**src/sv/sldc_fifo.sv**
```systemverilog
// Small register queue between pipeline parts.
// Depends on nothing; depth must be a power of two.
`default_nettype none
module sldc_fifo #(
	parameter int WIDTH = 8,
	parameter int DEPTH = 2
) (
	input  wire logic             clk,
	input  wire logic             arst_n,
	input  wire logic             wr_en,
	input  wire logic [WIDTH-1:0] wr_data,
	input  wire logic             rd_en,
	output logic      [WIDTH-1:0] rd_data,
	output logic                  full,
	output logic                  empty
);
	localparam int AW = (DEPTH > 1) ? $clog2(DEPTH) : 1;

	logic [WIDTH-1:0] buf_q [DEPTH];
	logic [AW-1:0]    wr_ptr_q, rd_ptr_q;
	logic [AW:0]      cnt_q;

	assign full    = (cnt_q == (AW+1)'(DEPTH));
	assign empty   = (cnt_q == '0);
	assign rd_data = buf_q[rd_ptr_q];

	// advance pointers and count
	always_ff @(posedge clk or negedge arst_n) begin
		if (!arst_n) begin
			wr_ptr_q <= '0;
			rd_ptr_q <= '0;
			cnt_q    <= '0;
		end else begin
			if (wr_en) wr_ptr_q <= wr_ptr_q + 1'b1;
			if (rd_en) rd_ptr_q <= rd_ptr_q + 1'b1;
			cnt_q <= cnt_q + (AW+1)'(wr_en) - (AW+1)'(rd_en);
		end
	end

	// hold entries
	always_ff @(posedge clk) begin
		if (wr_en) buf_q[wr_ptr_q] <= wr_data;
	end

endmodule
`default_nettype wire

```
**config.mk**
```make
export PLATFORM = sky130hd
export DESIGN_NAME = sldc_fifo
export DESIGN_NICKNAME = d
export VERILOG_FILES = /design/src/sv/sldc_fifo.sv
export SDC_FILE = /design/constraint.sdc
export NUM_CORES = 1
export LEC_CHECK = 0
export BUFFER_PORTS_ARGS = -buffer_cell sky130_fd_sc_hd__clkbuf_2
export CORE_AREA = 2 2 50 75
export CTS_BUF_LIST = sky130_fd_sc_hd__clkbuf_4 sky130_fd_sc_hd__clkbuf_8 sky130_fd_sc_hd__clkbuf_16
export DETAILED_ROUTE_END_ITERATION = 6
export DIE_AREA = 0 0 52 77
export PLACE_DENSITY_LB_ADDON = 0.05
export SLEW_MARGIN = 15
export SYNTH_ARGS = -nofsm -noshare
export SYNTH_HDL_FRONTEND = slang
export SYNTH_SLANG_ARGS = --single-unit
```
**constraint.sdc**
```tcl
create_clock -name clk -period 2.8 [get_ports clk]
set_input_delay 0.14 -clock clk [delete_from_list [all_inputs] [get_ports clk]]
set_output_delay 0.14 -clock clk [all_outputs]
set_load 0.03 [all_outputs]
```
Word level (Yosys, flattened, before mapping):

Memory sizes are Yosys's and may differ from the RTL's.
Cells that the tools add are included.

* $add $sub $neg: 4
* eq/ne operators: 1
* muxes and demuxes: 2
* reduce and logical (&&, ||, !) cells: 1

Operators with widths (number)
* 1-bit adder (second input constant): 2
* 2-bit by 1-bit adder with 2-bit output: 1
* 2-bit equality test (second input constant): 1
* 2-bit zero test: 1
* 1-bit 2-to-1 mux: 2
* 2-bit by 1-bit subtractor with 2-bit output: 1

* register bits: 4
* RAM bits: 16
* input port bits: 12
* output and inout bits: 10
* memories: 1

Memories
* buf_q: depth 2, bits a word 8, read ports 1, clocked after Yosys merged registers in 0, write ports 1, RTL line 19 `logic [WIDTH-1:0] buf_q [DEPTH];`

Depth between registers and ports, before layout:

* depth after elaboration: 2
* depth in mapped cells: 5
* depth with buffers taken out: 5

Worst setup path after synthesis:

Ideal clock, no wire load.

* path type: register to register
* start point: reg cnt_q[0]
* end point: reg cnt_q[1]
* setup time: 0.135 ns
* data arrival time: 1.178 ns
* setup slack: 1.487 ns
* cell stages (with the launch flop): 6
* path buffers: 0
* period minus slack after synthesis: 1.313 ns
* path through: dfrtp_1 > inv_1 > ha_1 > inv_1 > ha_1 > xor3_1

* word-level cells in the longest chain between the ends: 2

Ends and longest elaborated chain
* from (decl): RTL line 21 `logic [AW:0] cnt_q;`
* from (signal assigned): RTL line 36 `cnt_q <= cnt_q + (AW+1)'(wr_en) - (AW+1)'(rd_en);`
* 2-bit by 1-bit adder with 2-bit output: RTL line 36
* 2-bit by 1-bit subtractor with 2-bit output: RTL line 36

No other way between the ends.
A chain may end at the register's enable or synchronous reset.

Worst setup path after layout:

* start point: reg rd_ptr_q
* end point: out rd_data[7]

* word-level cells in the longest chain between the ends: 1

Ends and longest elaborated chain
* from (decl): RTL line 20 `logic [AW-1:0] wr_ptr_q, rd_ptr_q;`
* from (signal assigned): RTL line 35 `if (rd_en) rd_ptr_q <= rd_ptr_q + 1'b1;`
* memory read 2 x 8 bit
* to (decl): RTL line 13 `output logic [WIDTH-1:0] rd_data,`

No other way between the ends.

==> results.py <==
metrics = {
    "run_status": {
        "outcome": "complete, no violations",
    },
    "yosys": {
        "ys_ff_latch": 20,
        "syn_area_sq_um": 808.3,
        "yosys_warnings": 0,
        "avgSynthCellArea_sq_um": 20.21,
        "ys_seq_area_share_pct": 71.83,
        "synth_nets": 54,
        "syn_inst": 40,
        "synth.distinct_cells": 11,
    },
    "job": {
        "max_cap_viol_count": 0,
    },
    "timing": {
        "tns_ps": 0,
        "slew_headroom_pct": 47.02,
        "tightest_slew_ps": 793.0,
        "drv_slew": 0,
        "post-route-period-util_pct": 57.71,
        "setup_viol": 0,
        "fin_crit_ps": 1616,
        "max_freq_ghz": 0.6189,
        "hold_violations": 0,
        "skew_ps": 2.015,
        "setup_ws_ps": 1184,
        "holdWs_ps": 71.44,
        "rsz0062_at_grt": "no",
    },
    "drt": {
        "ant_nets": 0,
        "drc": 0,
        "drt_iter0_markers": 4,
        "via_per_inst": 3.682,
        "dr.pass1.iters": 2,
        "routedWlPerCell_microns": 12.15,
        "vias": 394,
        "routed_wl_mm": 1.300,
    },
    "global_route": {
        "grt-busiest-layer": "met2",
        "global_route.overflow_total": 0,
        "groute.usage.overall_pct": 7.801,
        "grt_pass1_wl_mm": 2.139,
        "grtUsageMet2_pct": 11.77,
        "grt_pass1_vias": 436,
        "use_met3_pct": 1.751,
        "antenna_found_initial": 0,
        "grtUsageMet1_pct": 9.488,
        "grt_max_degree": 12,
    },
    "power_and_ir_drop": {
        "switching_share_pct": 35.35,
        "combPwrFrac_pct": 37.6,
        "finalPower_mw": 1.053,
        "p_leak_nw": 0.4365,
        "irDropWorstVdd_mv": 0.4251,
        "clock_power_share_pct": 17.9,
        "p_int_mw": 0.6806,
        "power_frac_seq_pct": 44.5,
        "p_per_area_mw_per_mm2": 1043,
        "power.switching_mw": 0.3722,
    },
    "layout": {
        "n_antenna_cell": 0,
        "final_layout_size_suffix_gt1_share_pct": 49.23,
        "finalNetCount": 80,
        "num-fill-cells": 341,
        "final_cell_area_sq_mm": 0.001010,
        "area_delta_synth_final_pct": 24.92,
    },
    "worst_setup_path": {
        "reg2reg_from": "wr_ptr_q$_DFFE_PN0P_",
        "start_kind": "flip-flop",
        "worstPathCellList": "mux2_4, clkbuf_2",
        "critical_path_arrival_ps": 1480,
        "cp_max_fo": 9,
        "crit_required_ps": 2660,
        "startpoint": "rd_ptr_q$_DFFE_PN0P_",
        "crit_slowest_cell": "dfrtp_1",
        "reg2reg_depth": 1,
        "path_class": "reg2out",
        "r2r_slack_ps": 1400,
        "timing.rr.end": "buf_q[0][6]$_DFFE_PP_",
        "setup.worst_path.end_class": "output pin",
        "cpPeakStageDelay_ps": 690,
    },
    "placement": {
        "port_buffers": 21,
        "dpl_cell_area_sq_um": 954.7,
        "pre_cts_slack_ps": 1350,
        "place_hpwl_microns": 951.1,
        "place.gp.congestion": 0.5717,
    },
    "clocking": {
        "htreeDepth": 1,
        "cts-root-buf": "clkbuf_8",
        "path_clk_slew_ps": 70,
        "clock_path_buffers": 2,
        "cts_buffers": 3,
        "tritoncts": "yes",
        "insertion_delay_ps": 250,
        "cts_resized": 0,
        "cts_sinks": 20,
    },
    "min_path": {
        "hp-start": "wr_data[5]",
        "min_path_type": "in2reg",
        "hold_end": "buf_q[0][5]$_DFFE_PP_",
        "hold_depth": 1,
    },
    "floorplanning": {
        "ioPinCount": 22,
        "dieArea_sq_mm": 0.004004,
        "fp-row-count": 26,
        "dieHeight_microns": 77,
        "core_sq_mm": 0.003351,
        "die_x_microns": 52,
        "start_util_pct": 24.12,
    },
}
[power groups by stage]
| stage | clock [mW] | sequential, mW | combinational [mW] |
|---|---|---|---|
| 4_1_cts | 0.197 | 0.473 | 0.405 |
| 5_1_grt | 0.217 | 0.479 | 0.430 |
| 3_5_place_dp | 0 | 0.479 | 0.404 |
| 6_report | 0.189 | 0.469 | 0.396 |
| 2_1_floorplan | 0 | 0.436 | 0.353 |
| 3_3_place_gp | 0 | 0.477 | 0.403 |
[layout by cell type (no fill, tap or decap)]
cell / n
xor2_1: 2
nor2b_1: 2
dlygate4sd3_1: 1
edfxtp_1: 16
clkbuf_8: 3
ha_1: 2
clkinv_1: 1
mux2_4: 8
dfrtp_1: 4
and2_1: 1
inv_1: 2
xor3_1: 1
clkbuf_2: 21
nor2_1: 1
[state kept, by name, summed over array words and instances, names as in the netlist]
name / cells
buf_q: 16
cnt_q: 2
rd_ptr_q: 1
wr_ptr_q: 1
[repair_timing]
action	CTS	global route
setup buffers	0	0
setup endpoints to repair	0	0
hold endpoints to repair	4	0
hold buffers	1	0
[cell usage after synthesis]
master / n / area [sq um]
buf_6: 1 / 11.26
ha_1: 2 / 25.02
xor3_1: 1 / 23.77
dfrtp_1: 4 / 100.1
mux2_4: 8 / 120.1
edfxtp_1: 16 / 480.5
nor2b_1: 2 / 12.51
and2_1: 1 / 6.260
xor2_1: 2 / 17.52
nor2_1: 1 / 3.750
inv_1: 2 / 7.510
[cell type report]
class / count / area, sq um / share of cell area, %
Inverter: 2 / 7.507 / 0.7435
Clock buffer: 3 / 41.29 / 4.089
Sequential cell: 20 / 580.6 / 57.50
Multi-Input combinational cell: 17 / 209.0 / 20.69
Timing Repair Buffer: 22 / 115.1 / 11.40
Clock inverter: 1 / 3.754 / 0.3717
Tap cell: 42 / 52.55 / 5.204
[cells by family (layout without fill, tap and decap cells)]
kind of cell	after synthesis	in the layout	synth area share [%]
DFF	20	20	71.83
muxes	8	8	14.86
and+or+nand+nor	4	4	2.786
xor gates and xnor gates	3	3	5.108
buffers and inverters	3	28	2.322
adders and majority gates	2	2	3.095
[worst max-delay path by stage]
stage                     cells past startpoint                    end
final                                         2             rd_data[7]
after floorplan                               5     cnt_q[1]$_DFF_PN0_
after CTS                                     2             rd_data[7]
after global routing                          2             rd_data[1]
after global placement                        1  buf_q[0][5]$_DFFE_PP_
after detailed placement                      1  buf_q[0][5]$_DFFE_PP_
[per-layer routing]
metal	part of all wire, %	wire [microns]
met2	50	651
met1	43	558
met4	1.6	21
met5	0	0
met3	5.2	68
[worst max-delay path, delay by kind of cell (launching register included)]
family,cells,cell delay [ps]
flops,1,690
buf+inv,1,180
mux,1,350
[per-stage QoR]
stage | utilization [%] | cells
after floorplan | - | 40
after CTS | 30.13 | 107
after detailed placement | 28.49 | 102
after global routing | 30.13 | 107
after global placement | 28.49 | 102
final | 30.13 | 107
No activity file was read; power rests on OpenSTA's default activity.
